==> config.mk <==
export PLATFORM = sky130hd
export DESIGN_NAME = jwh_front
export DESIGN_NICKNAME = d
export VERILOG_FILES = /design/src/jwh_pkg.sv /design/src/jwh_front.sv
export SDC_FILE = /design/constraint.sdc
export NUM_CORES = 1
export LEC_CHECK = 0
export BUFFER_PORTS_ARGS = -buffer_cell sky130_fd_sc_hd__buf_4
export CORE_UTILIZATION = 35
export DETAILED_ROUTE_END_ITERATION = 12
export PLACE_DENSITY = 0.53
export SLEW_MARGIN = 5
export SYNTH_ARGS = -nofsm -noshare
export SYNTH_HDL_FRONTEND = slang
export SYNTH_SLANG_ARGS = --single-unit
==> constraint.sdc <==
create_clock -name clk_i -period 3.82 [get_ports clk_i]
set_input_delay 0.191 -clock clk_i [delete_from_list [all_inputs] [get_ports clk_i]]
set_output_delay 0.191 -clock clk_i [all_outputs]
set_load 0.05 [all_outputs]
==> src/jwh_pkg.sv <==
// Package with command types, codes and helpers of the jackknife histogram.
`timescale 1ns / 1ps
`default_nettype none
package jwh_pkg;

  localparam int unsigned WORD_W = 32;
  localparam int unsigned BIN_IDX_W = 12;
  localparam int unsigned OP_W = 2;
  localparam int unsigned CFG_IDX_W = 1;

  localparam logic [OP_W-1:0] OP_ADD = 2'd0;
  localparam logic [OP_W-1:0] OP_READ = 2'd1;
  localparam logic [OP_W-1:0] OP_CLEAR = 2'd2;

  localparam logic [CFG_IDX_W-1:0] REG_SKIP_START = 1'd0;
  localparam logic [CFG_IDX_W-1:0] REG_SKIP_LENGTH = 1'd1;

  localparam int unsigned CMD_FIFO_DEPTH = 4;
  localparam int unsigned CMD_PTR_W = 2;

  typedef enum logic [1:0] {
    CMD_ADD,
    CMD_READ,
    CMD_CLEAR
  } cmd_kind_e;

  // One command from the front end. For an add, value is the sample; for a read,
  // it is the zero-extended bin index. in_range says the value addresses a bin.
  typedef struct packed {
    cmd_kind_e          kind;
    logic               in_range;
    logic [WORD_W-1:0]  value;
  } cmd_t;

  function automatic logic [WORD_W-1:0] sat_inc(input logic [WORD_W-1:0] v);
    sat_inc = (v == '1) ? v : v + WORD_W'(1);
  endfunction

endpackage
`default_nettype wire

==> src/jwh_front.sv <==
// Front end: accepts beats, tracks sample position, drops excluded samples.
`timescale 1ns / 1ps
`default_nettype none
module jwh_front #(
  parameter int unsigned BINS = 4096
) (
  input  wire                                  clk_i,
  input  wire                                  rst_ni,
  input  wire                                  s_valid_i,
  output logic                                 s_ready_o,
  input  wire  [jwh_pkg::OP_W-1:0]             op_i,
  input  wire  [jwh_pkg::WORD_W-1:0]           sample_value_i,
  input  wire  [jwh_pkg::BIN_IDX_W-1:0]        bin_index_i,
  input  wire                                  cfg_we_i,
  input  wire  [jwh_pkg::CFG_IDX_W-1:0]        cfg_idx_i,
  input  wire  [jwh_pkg::WORD_W-1:0]           cfg_data_i,
  input  wire                                  init_done_i,
  input  wire                                  fifo_full_i,
  output logic                                 push_o,
  output jwh_pkg::cmd_t                        cmd_o
);

  localparam logic [jwh_pkg::WORD_W-1:0] BINS_W = jwh_pkg::WORD_W'(BINS);

  logic [jwh_pkg::WORD_W-1:0] skip_start_q, skip_length_q;
  logic [jwh_pkg::WORD_W-1:0] pos_q, pos_d;
  logic [jwh_pkg::WORD_W-1:0] pos_off;
  logic [jwh_pkg::WORD_W-1:0] bin_ext;
  logic                       accept;
  logic                       excluded;

  assign s_ready_o = init_done_i && !fifo_full_i;
  assign accept    = s_valid_i && s_ready_o;
  assign pos_off   = pos_q - skip_start_q;
  assign excluded  = (pos_q >= skip_start_q) && (pos_off < skip_length_q);
  assign bin_ext   = jwh_pkg::WORD_W'(bin_index_i);

  always_comb begin
    pos_d         = pos_q;
    push_o        = 1'b0;
    cmd_o.kind    = jwh_pkg::CMD_ADD;
    cmd_o.in_range = 1'b0;
    cmd_o.value   = sample_value_i;
    if (accept) begin
      unique case (op_i)
        jwh_pkg::OP_ADD: begin
          pos_d          = jwh_pkg::sat_inc(pos_q);
          push_o         = !excluded;
          cmd_o.kind     = jwh_pkg::CMD_ADD;
          cmd_o.in_range = sample_value_i < BINS_W;
          cmd_o.value    = sample_value_i;
        end
        jwh_pkg::OP_READ: begin
          push_o         = 1'b1;
          cmd_o.kind     = jwh_pkg::CMD_READ;
          cmd_o.in_range = bin_ext < BINS_W;
          cmd_o.value    = bin_ext;
        end
        jwh_pkg::OP_CLEAR: begin
          pos_d      = '0;
          push_o     = 1'b1;
          cmd_o.kind = jwh_pkg::CMD_CLEAR;
        end
        default: begin
          // Unused op code: the beat is taken and has no effect.
          push_o = 1'b0;
        end
      endcase
    end
  end

  always_ff @(posedge clk_i or negedge rst_ni) begin
    if (!rst_ni) begin
      pos_q         <= '0;
      skip_start_q  <= '0;
      skip_length_q <= '0;
    end else begin
      pos_q <= pos_d;
      if (cfg_we_i) begin
        unique case (cfg_idx_i)
          jwh_pkg::REG_SKIP_START:  skip_start_q  <= cfg_data_i;
          jwh_pkg::REG_SKIP_LENGTH: skip_length_q <= cfg_data_i;
          default: ;
        endcase
      end
    end
  end

endmodule
`default_nettype wire

Word-level counts from Yosys, hierarchy flattened
Index checks and enable logic that the tools add are counted.
- input bits: 85
- flip-flop bits (word level): 96
- word-level logic and storage cells: 32
- output and inout port bits: 37
- $lt $le $gt $ge: 4
- mux-type cells: 7
- equal/unequal tests: 4
- $add $sub $neg: 2
- reductions and logical operators: 11
- bitwise gates (word level): 1
- operators by type and width (cell ; count):
    case mux 33 bit (2 select lines) ; 1
    case mux 32 bit (2 select lines) ; 1
    two-way mux 35 bit ; 1
    adder 32 x 1 -> 32 bit (second input constant) ; 1
    equality test 32 bit (second input constant) ; 1
    greater-or-equal comparator 32 bit ; 1
    less-than comparator 32 x 13 -> 1 bit (second input constant) ; 1
    less-than comparator 32 bit ; 1
    two-way mux 32 bit ; 1
    subtractor 32 bit ; 1
    less-than comparator 12 x 13 -> 1 bit (second input constant) ; 1
    case mux 2 bit (2 select lines) ; 1
    AND reduction 2 bit ; 2
    logical AND 1 bit ; 3
    AND reduction 3 bit ; 1
    equality test 2 x 1 -> 1 bit (second input constant) ; 1
    equality test 2 bit (second input constant) ; 1
    zero test 1 bit ; 2
    zero test 2 bit ; 1
    inequality test 2 bit (second input constant) ; 1
    case mux 1 bit (2 select lines) ; 1
    nonzero test 2 bit ; 1
    OR reduction 2 bit ; 1
    two-way mux 1 bit ; 1
    NOT 1 bit ; 1

Depth between registers and ports, before layout
- word-level depth: 6
- gate-level depth with buffers: 18
- mapped depth without buffers: 18

Worst setup path after synthesis
OpenSTA, ideal clock, no wires.
- path type: register to output
- start: register pos_q[0] (netlist name)
- end: output push_o
- setup slack: -211 ps
- buffers on the path: 0
- stages on the path, launching flop included: 16
- data required time: 3629 ps
- arrival time: 3840 ps
- cell sequence: dfrtp_1 inv_1 ha_1 fa_1 nor2b_1 o21bai_1 a211oi_1 o21ai_0 o41ai_1 a21oi_1 xnor2_1 ha_1 nand3_1 or4_1 nor3_1 a211o_1
- longest elaborated chain between the ends: 6
- elaborated cells between the ends (all ways): 7
- those cells by class: add/sub (1); order compare (2); mux (2); reduce/logical (2)
- RTL lines (element ; line ; RTL):
    start: declaration ; jwh_front.sv:26 ; logic [jwh_pkg::WORD_W-1:0] pos_q, pos_d;
    start signal: assignment ; jwh_front.sv:78 ; pos_q <= pos_d;
    subtractor 32 bit ; jwh_front.sv:34 ; assign pos_off = pos_q - skip_start_q;
    less-than comparator 32 bit ; jwh_front.sv:35 ; assign excluded = (pos_q >= skip_start_q) && (pos_off < skip_length_q);
    logical AND 1 bit (*) ; jwh_front.sv:35 ;
    zero test 1 bit (*) ; jwh_front.sv:48 ; push_o = !excluded;
    case mux 1 bit (2 select lines) (*) ; jwh_front.sv:45 ; unique case (op_i)
    two-way mux 1 bit (*) ; jwh_front.sv:44 ; if (accept) begin
    end: declaration ; jwh_front.sv:19 ; output logic push_o,
Mark *: on every way between the ends. The rest lies on a longest branch, timed or not.

Worst setup path in the final report
- start: register skip_start_q[0] (netlist name)
- end: output push_o
- longest elaborated chain between the ends: 6
- elaborated cells between the ends (all ways): 7
- those cells by class: add/sub (1); order compare (2); mux (2); reduce/logical (2)
- RTL lines (element ; line ; RTL):
    start: declaration ; jwh_front.sv:25 ; logic [jwh_pkg::WORD_W-1:0] skip_start_q, skip_length_q;
    start signal: assignment ; jwh_front.sv:81 ; jwh_pkg::REG_SKIP_START: skip_start_q <= cfg_data_i;
    subtractor 32 bit ; jwh_front.sv:34 ;
    less-than comparator 32 bit ; jwh_front.sv:35 ;
    logical AND 1 bit (*) ; jwh_front.sv:35 ;
    zero test 1 bit (*) ; jwh_front.sv:48 ;
    case mux 1 bit (2 select lines) (*) ; jwh_front.sv:45 ;
    two-way mux 1 bit (*) ; jwh_front.sv:44 ;
Marks and branches as above.

==> summary.txt <==
Drt
  • DR WL met3: 798 um
  • Final ANT Viol Nets: 0
  • DR vias: 6356
  • Wire per inst: 14.5 um
  • DRT iter0 DRCs: 292
  • DR DRC count: 0
  • M1 WL: 8640 um
  • Drt via density: 5.02
  • TritonRoute pass-1 iters: 4
  • Post-Route WL: 18400 um
  • DR top layer: met4
  • Met2 Wirelength: 8770 um

Critical path
  • R2R cell count: 11
  • WS Path Type: reg2out
  • Worst Setup End Kind: primary output
  • Crit start category: flop
  • Crit-path max FO: 3
  • Required @ worst endpoint: 3.63 ns
  • CP arrival: 4.05 ns

Place
  • Placed Area: 8760 sq um
  • DP HPWL: 14800 um
  • I/O Buffers: 121
  • Gp weighted congestion: 0.790

Layout
  • Layout cells sized above 1: 29.8%
  • Post-layout net count: 1152
  • Area Overhead vs Synth: 32.9%
  • Post-route cell area: 9240 sq um
  • Antenna fix cells: 0
  • Filler Cell Count: 1969
  • Fin util: 47.5%

Clock network
  • Sinks on Clock Net: 96
  • Root Buffer: clkbuf_16
  • CTS Buf Count: 9
  • CTS H-tree depth: 3
  • Clock transition at path regs: 0.07 ns
  • Clk_lat worst skew: 0.35 ns
  • CTS tree: yes
  • Worst-case clock buffer depth: 2

Timing
  • Rel. slew slack: 38.5%
  • Final setup fails: 1
  • RSZ-0062 raised after global routing: yes
  • F_max: 0.236 GHz
  • Post-layout minimum cycle time: 4.24 ns
  • Final-report hold violation count: 0
  • Least-Margin Pin Slew: 0.923 ns
  • Slew Viols, Final: 0
  • Final cycle utilization of the critical path: 111%
  • Clock Skews: 0.00618 ns
  • Worst setup margin: -0.423 ns

GRT
  • Global-route usage over all layers: 19.1%
  • Pin count of the biggest net entering global routing: 45
  • Total grt overflow: 0
  • Antenna violations before repair: 0
  • Number of global-route vias before repair: 6108
  • First-pass GRT wire length: 30200 um

Power and ir drop
  • Sw Ratio: 34.1%
  • P_int: 2.30 mW
  • Peak VDD IR: 0.000170 V
  • Clock power frac: 25.6%
  • Static Leak: 4.56 nW
  • Switch Pwr: 1.19 mW
  • Comb power frac: 40.6%
  • PwrDens: 377 nW/um^2
  • Sequential share of power: 33.8%

Floorplanning
  • Core Box Area: 19500 sq um
  • # rows: 51
  • Vert. Die Dim: 143 um
  • Die footprint: 20400 sq um
  • Initial Util: 35.7%
  • Top Ports: 122
  • Die width: 143 um

Synth
  • Synth top area share: 34.6%
  • Mapped Nets: 953
  • Post-synth top flop: dfrtp_1
  • Ys Warns: 0
  • Yosys reg bits: 96
  • Synthesized area: 6950 sq um
  • Post-synth top area cell: dfrtp_1
  • Synth area leaders: dfrtp_1 35%, ha_1 12%, mux2_2 5.3%
  • Most frequent cell after synthesis: dfrtp_1
  • Distinct cell type count after synthesis: 53
  • Cells after Synth: 798
  • Syn avg cell area: 8.71 sq um
  • Sequential area share after synthesis: 34.6%
  • Synth cell count leaders: 96 x dfrtp_1, 75 x nand2_1, 73 x inv_1
  • FFs w/ async S/R, synth: 100%
  • Count of flip-flops with a built-in enable after synthesis: 0

Flow run
  • Max cap viols: 0

Worst hold path
  • Hold path cells: 3
  • Min-delay worst type: in2reg

Outcome
  • Failing checks: setup timing
  • Status: complete, but fails checks
==> final timing paths <==
kind	from	to	slack, ns
min reg2reg	skip_length_q[4]	skip_length_q[4]	0.51
max	skip_start_q[0]	push_o	-0.42
min in group asynchronous	rst_ni	skip_start_q[18]	0.39
min	cfg_data_i[15]	skip_start_q[15]	0.04
max reg2reg	pos_q[0]	pos_q[21]	1.09
max in group asynchronous	rst_ni	pos_q[6]	2.59
==> power groups by stage <==
stage	sequential, mW	combinational (mW)	clock (mW)
3_3_place_gp	1.19	1.33	0
3_5_place_dp	1.20	1.34	0
5_1_grt	1.19	1.59	0.956
6_report	1.18	1.42	0.892
2_1_floorplan	1.19	0.814	0
4_1_cts	1.18	1.39	0.922
==> critical path, stage by stage (launching register included) <==
cell and delay [ns]:
dfrtp_1 0.41, ha_4 0.18, fa_2 0.41, nor2b_4 0.15, o21bai_4 0.09, a31oi_4 0.24
o22ai_4 0.11, o211ai_1 0.29, buf_4 0.19, nand4_1 0.08, nand4_1 0.09, ha_1 0.25
a21o_1 0.19, a21oi_2 0.13, or2_4 0.13, a311o_1 0.19, o21ai_1 0.07, a211o_2 0.33
buf_8 0.16
==> area by class of cell <==
type                       count  area, sq um  share of cell area (%)
tap                          265          332                    3.59
multi-input combinational    603         4330                    46.9
clock inverter                 3         15.0                   0.162
inverter                      73          274                    2.96
timing repair buffer         214         1620                    17.5
sequential                    96         2400                    26.0
clock buffer                  13          270                    2.92
==> stage by stage <==
step                total power, mW  hold slack [ns]  setup WS (ns)  instances  setup TNS (ns)
CTS                            3.49           0.0335         -0.422       1266          -0.422
detailed placement             2.54            0.253         -0.289       1243          -0.289
floorplan                      2.00           -0.105         0.0358        798               0
global placement               2.52            0.246         -0.206       1243          -0.206
global route                   3.74           0.0477         -0.613       1267          -0.613
finish                         3.49           0.0404         -0.423       1267          -0.423
==> timing repair <==
item,CTS,global route
setup endpoints to repair,1,1
endpoints found under the hold margin,42,0
buffers inserted,6,2
resized for setup,22,16
hold buffers,1,0
pin swaps,12,16
==> sequential cells by signal, indices dropped and copies added (netlist names) <==
name / flops
pos_q: 32
skip_length_q: 32
skip_start_q: 32
==> layer usage <==
| metal | GRT usage (%) | vias to the layer above |
|---|---|---|
| met5 | 0 | - |
| met4 | 5.43 | 0 |
| met3 | 2.52 | 13 |
| met2 | 32.5 | 166 |
| met1 | 25.2 | 2998 |
| li1 | - | 3179 |
==> layout by cell type (no fill, tap or decap), types with 4 or more instances in the layout <==
| cell type | count |
|---|---|
| buf_4 | 212 |
| dfrtp_1 | 96 |
| nand2_1 | 75 |
| inv_1 | 72 |
| ha_1 | 67 |
| nor2_1 | 63 |
| o21ai_0 | 49 |
| a21oi_1 | 38 |
| mux2_2 | 33 |
| nand4_1 | 28 |
| xor2_1 | 28 |
| xnor2_1 | 27 |
| and2_1 | 26 |
| nand3_1 | 19 |
| a22o_1 | 12 |
| a21o_1 | 11 |
| nor2b_1 | 10 |
| nor3_1 | 10 |
| clkbuf_16 | 9 |
| and3_1 | 8 |
| o21ai_1 | 7 |
| nor4_1 | 6 |
| o21a_1 | 6 |
| o211ai_1 | 6 |
| a211oi_1 | 5 |
| a21oi_2 | 5 |
| nand2b_1 | 4 |
==> logic make-up (layout without fill, tap and decap cells) <==
kind of cell	Yosys count	after routing	synth area share, %
and+or+nand+nor	277	277	20.0
buffers and inverters	99	303	5.34
muxes	35	35	5.63
xor gates and xnor gates	56	56	7.05
DFF	96	96	34.6
AOI/OAI and AO/OA	165	165	14.7
adders and majority gates	70	70	12.7
Power figures use the tool's default switching activity.
