File: src/jwh_pkg.sv
// Package with command types, codes and helpers of the jackknife histogram.
`timescale 1ns / 1ps
`default_nettype none
package jwh_pkg;

  localparam int unsigned WORD_W = 32;
  localparam int unsigned BIN_IDX_W = 12;
  localparam int unsigned OP_W = 2;
  localparam int unsigned CFG_IDX_W = 1;

  localparam logic [OP_W-1:0] OP_ADD = 2'd0;
  localparam logic [OP_W-1:0] OP_READ = 2'd1;
  localparam logic [OP_W-1:0] OP_CLEAR = 2'd2;

  localparam logic [CFG_IDX_W-1:0] REG_SKIP_START = 1'd0;
  localparam logic [CFG_IDX_W-1:0] REG_SKIP_LENGTH = 1'd1;

  localparam int unsigned CMD_FIFO_DEPTH = 4;
  localparam int unsigned CMD_PTR_W = 2;

  typedef enum logic [1:0] {
    CMD_ADD,
    CMD_READ,
    CMD_CLEAR
  } cmd_kind_e;

  // One command from the front end. For an add, value is the sample; for a read,
  // it is the zero-extended bin index. in_range says the value addresses a bin.
  typedef struct packed {
    cmd_kind_e          kind;
    logic               in_range;
    logic [WORD_W-1:0]  value;
  } cmd_t;

  function automatic logic [WORD_W-1:0] sat_inc(input logic [WORD_W-1:0] v);
    sat_inc = (v == '1) ? v : v + WORD_W'(1);
  endfunction

endpackage
`default_nettype wire

File: src/jwh_cmd_fifo.sv
// Short command queue between the front end and the histogram engine.
`timescale 1ns / 1ps
`default_nettype none
module jwh_cmd_fifo (
  input  wire            clk_i,
  input  wire            rst_ni,
  input  wire            push_i,
  input  jwh_pkg::cmd_t  push_data_i,
  input  wire            pop_i,
  output jwh_pkg::cmd_t  pop_data_o,
  output logic           full_o,
  output logic           empty_o
);

  localparam int unsigned CNT_W = jwh_pkg::CMD_PTR_W + 1;

  jwh_pkg::cmd_t                   entries_q [jwh_pkg::CMD_FIFO_DEPTH];
  logic [jwh_pkg::CMD_PTR_W-1:0]   wr_ptr_q, rd_ptr_q;
  logic [CNT_W-1:0]                count_q;
  logic                            do_push, do_pop;

  assign full_o     = count_q == CNT_W'(jwh_pkg::CMD_FIFO_DEPTH);
  assign empty_o    = count_q == '0;
  assign do_push    = push_i && !full_o;
  assign do_pop     = pop_i && !empty_o;
  assign pop_data_o = entries_q[rd_ptr_q];

  always_ff @(posedge clk_i or negedge rst_ni) begin
    if (!rst_ni) begin
      wr_ptr_q <= '0;
      rd_ptr_q <= '0;
      count_q  <= '0;
    end else begin
      if (do_push) wr_ptr_q <= wr_ptr_q + jwh_pkg::CMD_PTR_W'(1);
      if (do_pop)  rd_ptr_q <= rd_ptr_q + jwh_pkg::CMD_PTR_W'(1);
      if (do_push && !do_pop) begin
        count_q <= count_q + CNT_W'(1);
      end else if (do_pop && !do_push) begin
        count_q <= count_q - CNT_W'(1);
      end
    end
  end

  always_ff @(posedge clk_i) begin
    if (do_push) entries_q[wr_ptr_q] <= push_data_i;
  end

endmodule
`default_nettype wire

File: config.mk
export PLATFORM = sky130hd
export DESIGN_NAME = jwh_cmd_fifo
export DESIGN_NICKNAME = d
export VERILOG_FILES = /design/src/jwh_pkg.sv /design/src/jwh_cmd_fifo.sv
export SDC_FILE = /design/constraint.sdc
export NUM_CORES = 1
export LEC_CHECK = 0
export BUFFER_PORTS_ARGS = -buffer_cell sky130_fd_sc_hd__buf_2
export CELL_PAD_IN_SITES_DETAIL_PLACEMENT = 0
export CELL_PAD_IN_SITES_GLOBAL_PLACEMENT = 1
export CORE_ASPECT_RATIO = 2
export CORE_MARGIN = 2
export CORE_UTILIZATION = 50
export CTS_CLUSTER_DIAMETER = 100
export DETAILED_ROUTE_END_ITERATION = 12
export GPL_TIMING_DRIVEN = 0
export PLACE_DENSITY_LB_ADDON = 0.1
export RECOVER_POWER = 25
export SYNTH_ARGS = -nofsm -noshare
export SYNTH_HDL_FRONTEND = slang
export SYNTH_SLANG_ARGS = --single-unit
File: constraint.sdc
create_clock -name clk_i -period 3.05 [get_ports clk_i]
set_input_delay 0.1525 -clock clk_i [delete_from_list [all_inputs] [get_ports clk_i]]
set_output_delay 0.1525 -clock clk_i [all_outputs]
set_load 0.01 [all_outputs]
; Word-level counts from Yosys, hierarchy flattened
; Memory sizes are Yosys's and may differ from the RTL's.
; Cells that the tools add are included.
[word_totals]
ff_bits = 7
mem_bits_rw = 140
inputBits = 39
output_inout_bits = 37
wordCells = 23
memories = 1
[classes]
add_sub_neg = 4
eq_ne = 1
muxes = 4
reduce_logical = 10
[mem_list]
columns = memory, words, word_bits, read_ports, rd_clocked_by_memory_dff, wr, line
row1 = entries_q, 4, 35, 1, 0, 1, jwh_cmd_fifo.sv:17  ; jwh_pkg::cmd_t entries_q [jwh_pkg::CMD_FIFO_DEPTH];
[op_table]
columns = operator, count
row1 = 3-bit 2-to-1 mux, 2
row2 = 2-bit by 1-bit adder with 2-bit output (second input constant), 2
row3 = 1-bit logical AND, 4
row4 = 1-bit logical NOT, 4
row5 = 3-bit by 1-bit adder with 3-bit output (second input constant), 1
row6 = 3-bit equality test (second input constant), 1
row7 = 3-bit logical NOT, 1
row8 = 3-bit by 1-bit subtractor with 3-bit output (second input constant), 1
row9 = 1-bit 2-to-1 mux, 2
row10 = 2-bit nonzero test, 1

; Logic depth before layout (Yosys ltp)
; Gate-level depths: netlist (run 1).
[logic_depth]
ltp_word = 7
ltp_mapped = 9
mapped_depth_nobuf = 8

; Worst setup path before layout (run 1)
; Ideal clock, no wire load.
[synth_timing]
path_type = register to register
start = register count_q[2]
end = memory entries_q[0][0] in the netlist's numbering (enable)
setup_ns = 0.395
arrival_time_ns = 1.690
t_required_ns = 2.655
path_slack_ns = 0.965
stages_incl_launch_ff = 5
n_path_buf = 1
synth_period_minus_slack_ns = 2.085
cell_sequence = dfrtp_1 -> nor3b_2 -> nor2b_1 -> buf_6 -> and2_1
[synth_between]
elab_chain_len = 5
[synth_rtl]
columns = item, line
row1 = from (decl), jwh_cmd_fifo.sv:19  ; logic [CNT_W-1:0] count_q;
row2 = from (signal assigned), jwh_cmd_fifo.sv:37  ; count_q <= count_q + CNT_W'(1);
row3 = from (signal assigned), jwh_cmd_fifo.sv:39  ; count_q <= count_q - CNT_W'(1);
row4 = 3-bit equality test, jwh_cmd_fifo.sv:22  ; assign full_o = count_q == CNT_W'(jwh_pkg::CMD_FIFO_DEPTH);
row5 = net full_o, jwh_cmd_fifo.sv:11  ; output logic full_o,
row6 = 1-bit logical NOT, jwh_cmd_fifo.sv:24  ; assign do_push = push_i && !full_o;
row7 = 1-bit logical AND, jwh_cmd_fifo.sv:24
row8 = net do_push, jwh_cmd_fifo.sv:20  ; logic do_push, do_pop;
row9 = 1-bit 2-to-1 mux, jwh_cmd_fifo.sv:45  ; if (do_push) entries_q[wr_ptr_q] <= push_data_i;
row10 = 1-bit 2-to-1 mux (not written as such), jwh_cmd_fifo.sv:45
row11 = to (decl), jwh_cmd_fifo.sv:17
; The timed path passes the listed nets, and every way through them passes these cells.

; Worst setup path in the final report (run 1)
[layout_timing]
start = register count_q[0]
end = register count_q[2]
[layout_between]
elab_chain_len = 6
elab_cells_between_ends = 15
classes_between = add/sub (2) / eq/ne (1) / mux (2) / reduce/logical (10)
[layout_rtl]
columns = item
row1 = branches (longest 6 deep; another with 3-bit by 1-bit subtractor with 3-bit output)
; Parallel ways; which one is timed is not known. The select of a mux whose other input is x is not followed.
; A chain may end at the register's enable or synchronous reset.

==> results.txt, run 1 <==
initial antenna violation count -> 0
die area -> 12000 um2
first-pass GRT wire length -> 14800 um
Final Power -> 6630 uW
cts bufs inserted -> 17
Fill cells -> 765
flop-to-flop setup slack -> 910 ps
htree depth -> 4
Worst R2R Path Depth -> 8
Area Overhead vs Synth -> 27.1%
final std cells w/o fill -> 504
Antenna Violating Nets Remaining -> 0
Final Hold Fails -> 0
clk_lat worst skew -> 400 ps
Die Width -> 78.4 um
RR Startpoint -> count_q[0]$_DFFE_PN0P_
max incr delay on CP -> 440 ps
height of the die -> 153 um
setup TNS -> 0 ps
Buf/Inv on CP -> 1
worst path cell trace -> or3_1 -> nand2_1 -> ha_1 -> inv_1 -> fa_1 -> xor2_1 -> nor2_1 -> xor2_1
Reg power frac -> 0.420
CP arrival -> 2470 ps
Comb power frac -> 0.304
maximum VDD drop -> 475 uV
total number of vias -> 2577
CP Data Required Time -> 3380 ps
Pwr Density -> 942 nW/um2
reg-to-reg endpoint -> count_q[2]$_DFFE_PN0P_
Setup Crit Path Kind -> reg -> reg
max_cap viols -> 0
clk root buf -> clkbuf_16
final setup fails -> 0
DR vias/cell -> 5.11
CP max-delay cell -> dfrtp_1
WHS Path Cells -> 3
Sinks on Clock Net -> 147
Total Wirelength -> 9260 um
status -> complete, no violations
Rows -> 54
Mapped Nets -> 264
Post-Place Cells -> 438
Hold Path Class -> in -> reg
Clk pwr share -> 0.276
clock tree buffer depth -> 2
achievable frequency -> 467 MHz
postcts setup bufs -> 0
cell area after synthesis -> 5540 um2
DRC Markers -> 0
initial DRC count -> 132
pin count of the biggest net entering global routing -> 30
RSZ-0062 raised after global routing -> no
max_slew headroom -> 0.600
Port Buffers -> 75
syn_area_per_cell -> 25.3 um2
worst-path fanout max -> 4
crit path to -> count_q[2]$_DFFE_PN0P_
vias in the first global route -> 2869
cell family with most CP delay -> simple AND/OR/NAND/NOR gates
Max Slew Vio Count -> 0
sw frac -> 0.277
nets -> 398
CP endpoint kind -> flip-flop
Critical Path Source -> count_q[0]$_DFFE_PN0P_
hpwl dp -> 5730 um
crit path time final -> 2140 ps
GRT overflow -> 0
Core ar. -> 10900 um2
cts repair resizes -> 0
Antenna Cells -> 0
Worst Skew -> 5.33 ps
starting density of the core -> 0.509
Yosys cell types -> 21
gp weighted congestion -> 0.630
Top-Level Pins -> 76
NetSw -> 1840 uW
P_leak -> 0.00248 uW
period utilisation layout -> 0.702
total number of yosys warnings -> 0
hold_buf cts -> 36
TritonCTS clock tree -> done
sequential fraction of the synthesis area -> 0.791
Int Pwr -> 4790 uW
most frequent CP cell -> xor2_1
CP Launch Type -> flip-flop
all-layer global routing usage -> 0.171
first drt pass iteration count -> 4
post-synthesis register bit count -> 147
layout cells sized above 1 -> 0.360
clock-pin slew on the worst setup and hold paths -> 50 ps
Least-Margin Pin Slew -> 601 ps
WP depth -> 8
Cells after Synth -> 219
routed length per instance -> 18.4 um
## cell usage in the layout (no fill, tap or decap), types with 2 or more instances in the layout
master | Yosys | layout
edfxtp_1 | 140 | 140
buf_2 | 4 | 59
dlygate4sd3_1 | 0 | 36
mux4_2 | 28 | 28
clkbuf_1 | 0 | 22
clkbuf_16 | 0 | 17
mux4_1 | 7 | 7
dfrtp_1 | 7 | 7
buf_12 | 3 | 6
clkinv_2 | 0 | 6
ha_1 | 5 | 5
inv_1 | 4 | 4
and2_2 | 0 | 4
xnor2_1 | 4 | 4
clkinvlp_4 | 0 | 3
buf_6 | 2 | 2
xor2_1 | 2 | 2
## layer usage
metal / vias up / track usage / wire [um]
met2: 64 / 0.306 / 5320
met3: 10 / 0.0427 / 300
li1: 1189 / - / -
met5: - / 0 / 0
met4: 0 / 0.0677 / 114
met1: 1314 / 0.192 / 3530
## cell usage after synthesis
master / n / area (um2)
buf_12: 3 / 60.1
edfxtp_1: 140 / 4200
mux4_1: 7 / 184
ha_1: 5 / 62.6
inv_1: 4 / 15.0
fa_1: 1 / 20.0
or3_1: 1 / 6.26
dfrtp_1: 7 / 175
nand2_1: 1 / 3.75
mux4_2: 28 / 631
mux2_4: 1 / 15.0
mux2_2: 1 / 11.3
xor2_1: 2 / 17.5
nand3_1: 1 / 5.00
nor2_1: 1 / 3.75
and2_1: 4 / 25.0
buf_2: 4 / 20.0
xnor2_1: 4 / 35.0
nor3b_2: 1 / 12.5
buf_6: 2 / 22.5
nor2b_1: 1 / 6.26
## power groups by stage
stage / sequential, uW / clock [uW] / combinational, uW
after floorplan: 2800 / 0 / 1330
after CTS: 2790 / 1870 / 2090
after global placement: 2830 / 0 / 1960
final: 2780 / 1830 / 2020
after global routing: 2820 / 1960 / 2190
after detailed placement: 2830 / 0 / 2050
## cell families (layout without fill, tap and decap cells)
family	count (synthesis)	in the layout	synth area share
fa+ha+maj	6	6	0.0149
buf+inv	13	158	0.0212
simple gates	10	10	0.0113
mux	37	37	0.152
xor+xnor	6	6	0.00949
flops	147	147	0.791
## worst min path at each step
stage	to	start	slack (ps)
2_1_floorplan	count_q[0]$_DFFE_PN0P_	rst_ni	-140
3_3_place_gp	count_q[2]$_DFFE_PN0P_	rst_ni	-4
3_5_place_dp	rd_ptr_q[0]$_DFFE_PN0P_	rst_ni	3
4_1_cts	rd_ptr_q[1]$_DFFE_PN0P_	pop_i	30
5_1_grt	rd_ptr_q[1]$_DFFE_PN0P_	pop_i	50
6_report	rd_ptr_q[1]$_DFFE_PN0P_	pop_i	40
## per-stage QoR
| stage | util | setup slack [ps] | hold WS [ps] | instance area, um2 |
|---|---|---|---|---|
| 2_1_floorplan | - | 965 | -143 | 5540 |
| 3_3_place_gp | 0.559 | 209 | -4.25 | 6090 |
| 3_5_place_dp | 0.568 | 911 | 3.07 | 6180 |
| 4_1_cts | 0.649 | 893 | 25.1 | 7060 |
| 5_1_grt | 0.647 | 794 | 51.7 | 7040 |
| 6_report | 0.647 | 910 | 37.5 | 7040 |
## state kept, by name, indices dropped and copies added, names as in the netlist
signal     cells
count_q        3
rd_ptr_q       2
wr_ptr_q       2
entries_q    140
## final cells by class
type                       count  area [um2]  area share
buffer                         9         103      0.0146
clock buffer                  19         433      0.0615
clock inverter                11        91.3      0.0130
inverter                       4        15.0     0.00213
multi-input combinational     59        1040       0.148
sequential                   147        4380       0.622
tap                          140         175      0.0249
timing repair buffer         115         798       0.113
## worst reg2reg max path: stages (launching register included)
cell and delay (ps):
dfrtp_1 440, or3_1 430, nand2_1 140, ha_1 200, inv_1 60, fa_1 370
xor2_1 150, nor2_1 120, xor2_1 150
Note: power is estimated with default switching activity, not from simulation.
==> inputs of run 2 (changes only) <==
- clock period: 3.05 -> 2.2 ns (I/O delays scaled with it)
==> run 2 against run 1 <==
Clock power grew 38%; worst hold slack improved by 100 ps; routed wire length increased by 0.21%; largest power group unchanged; highest routed layer unchanged.
==> results.txt, run 2 (synthesized netlist as in run 1, its figures left out) <==
Antenna Cells -> 0 (unchanged)
all-layer global routing usage -> 0.171 (unchanged)
Critical Path Source -> count_q[0]$_DFFE_PN0P_
NetSw -> 2550 uW (+39%)
P_leak -> 0.00248 uW (about the same)
Port Buffers -> 75 (unchanged)
clock tree buffer depth -> 2 (unchanged)
Largest Register -> entries_q
Total Wirelength -> 9280 um (+0.21%)
DR vias/cell -> 5.17 (+1.1%)
Largest regs -> entries_q x140, count_q x3
DP Area -> 6180 um2 (unchanged)
status -> complete, no violations
Max Slew Vio Count -> 0 (unchanged)
die area -> 12000 um2 (unchanged)
Int Pwr -> 6650 uW (+39%)
first drt pass iteration count -> 4 (unchanged)
clk_lat worst skew -> 410 ps (about the same)
vias in the first global route -> 2869 (unchanged)
maximum VDD drop -> 658 uV (+39%)
Final Hold Fails -> 0 (unchanged)
routed length per instance -> 18.4 um (about the same)
CP Data Required Time -> 2520 ps (-860 ps)
total number of vias -> 2611 (+1.3%)
most frequent cells in the layout -> edfxtp_1 (140), buf_2 (59), dlygate4sd3_1 (37)
worst-path fanout max -> 4 (unchanged)
Hold Path Class -> in -> async
Reg power frac -> 0.420 (about the same)
max_slew headroom -> 0.602 (+0.00255)
Least-Margin Pin Slew -> 597 ps (-3.82 ps)
height of the die -> 153 um (unchanged)
cts bufs inserted -> 17 (unchanged)
Worst Skew -> 6.63 ps (+1.30 ps)
Rows -> 54 (unchanged)
max reg flops -> 140 (unchanged)
CP endpoint kind -> flip-flop
most frequent CP cell -> xor2_1
Area Overhead vs Synth -> 27.4%
Die Width -> 78.4 um (unchanged)
final std cells w/o fill -> 505 (+0.20%)
postcts setup bufs -> 0 (unchanged)
first-pass GRT wire length -> 14800 um (unchanged)
RSZ-0062 raised after global routing -> no
Clk pwr share -> 0.275 (about the same)
worst path cell trace -> or3_1 -> nand2_2 -> ha_2 -> inv_1 -> fa_1 -> xor2_1 -> nor2_1 -> xor2_1
Core ar. -> 10900 um2 (unchanged)
Antenna Violating Nets Remaining -> 0 (unchanged)
initial DRC count -> 130 (-1.5%)
achievable frequency -> 477 MHz (+2.1%)
hpwl dp -> 5730 um (unchanged)
CP Launch Type -> flip-flop
Top-Level Pins -> 76 (unchanged)
Setup Crit Path Kind -> reg -> reg
nets -> 399 (+0.25%)
DRC Markers -> 0 (unchanged)
layout cells sized above 1 -> 0.367 (+0.00723)
sw frac -> 0.277 (-0.000324)
clock-pin slew on the worst setup and hold paths -> 50 ps (about the same)
starting density of the core -> 0.509 (unchanged)
pin count of the biggest net entering global routing -> 30 (unchanged)
most common cell after layout, fill and taps aside -> edfxtp_1
gp weighted congestion -> 0.630 (unchanged)
CP arrival -> 2420 ps (-50 ps)
final setup fails -> 0 (unchanged)
TritonCTS clock tree -> done
max_cap viols -> 0 (unchanged)
period utilisation layout -> 0.952 (+0.251)
clk root buf -> clkbuf_16
RR Startpoint -> count_q[0]$_DFFE_PN0P_
htree depth -> 4 (unchanged)
Pwr Density -> 1300 nW/um2 (+38%)
Final Power -> 9200 uW (+39%)
initial antenna violation count -> 0 (unchanged)
final instance area -> 7050 um2 (+0.23%)
max incr delay on CP -> 440 ps (about the same)
crit path time final -> 2100 ps (-44.7 ps)
CP max-delay cell -> dfrtp_2
GRT overflow -> 0 (unchanged)
Comb power frac -> 0.305 (about the same)
Post-Place Cells -> 438 (unchanged)
Sinks on Clock Net -> 147 (unchanged)
==> run 2: critical path, delay by kind of cell, from the launching register on <==
family / cells / cell delay (ps)
simple gates: 3 / 660
fa+ha+maj: 2 / 560
flops: 1 / 440
xor+xnor: 2 / 300
buf+inv: 1 / 50
==> run 2: cell type report <==
class / count / area, um2
repair buffers: 116 / 808
flip-flops and latches: 147 / 4380
well taps: 140 / 175
plain buffers: 9 / 103
clock inverters: 11 / 91.3
inverters: 4 / 15.0
clock buffers: 19 / 433
multi-input cells: 59 / 1050
fillers: 762 / 3820
==> run 2: power by group through the flow <==
stage                     registers (uW)  clock network, uW  logic (uW)
after floorplan                     3890                  0        1850
after global placement              3930                  0        2720
after detailed placement            3920                  0        2840
after CTS                           3870               2590        2890
after global routing                3910               2710        3040
final                               3860               2530        2800
==> run 2: timing repair <==
action                     CTS  global route
hold buffers                37             0
gates resized for setup      0             3
setup endpoints to repair    0             1
hold endpoints to repair   148             0
==> run 2: path summary, 6_finish.rpt <==
path	endpoint	slack (ps)	cells past startpoint
max in group asynchronous	count_q[0]$_DFFE_PN0P_	1750	2
min reg2reg	count_q[2]$_DFFE_PN0P_	470	1
min	rd_ptr_q[0]$_DFFE_PN0P_	140	2
min in group clk_i	wr_ptr_q[0]$_DFFE_PN0P_	170	4
max reg2reg	count_q[2]$_DFFE_PN0P_	100	8
max	count_q[2]$_DFFE_PN0P_	100	8
==> run 2: through the flow <==
stage / TNS, ps / utilization / setup WS (ps) / hold WS (ps)
6_report: 0 / 0.648 / 105 / 141
4_1_cts: 0 / 0.650 / 42.9 / 58.3
5_1_grt: 0 / 0.648 / 9.69 / 158
3_3_place_gp: -84920 / 0.559 / -641 / -46.7
3_5_place_dp: 0 / 0.568 / 61.4 / -39.4
2_1_floorplan: 0 / - / 115 / -186
==> run 2: layer usage <==
metal / vias to the layer above / GRT usage / share of wire
met5: - / 0 / 0
met4: 0 / 0.0677 / 0.011
met3: 6 / 0.0427 / 0.037
met2: 70 / 0.306 / 0.57
met1: 1340 / 0.192 / 0.38
li1: 1195 / - / -
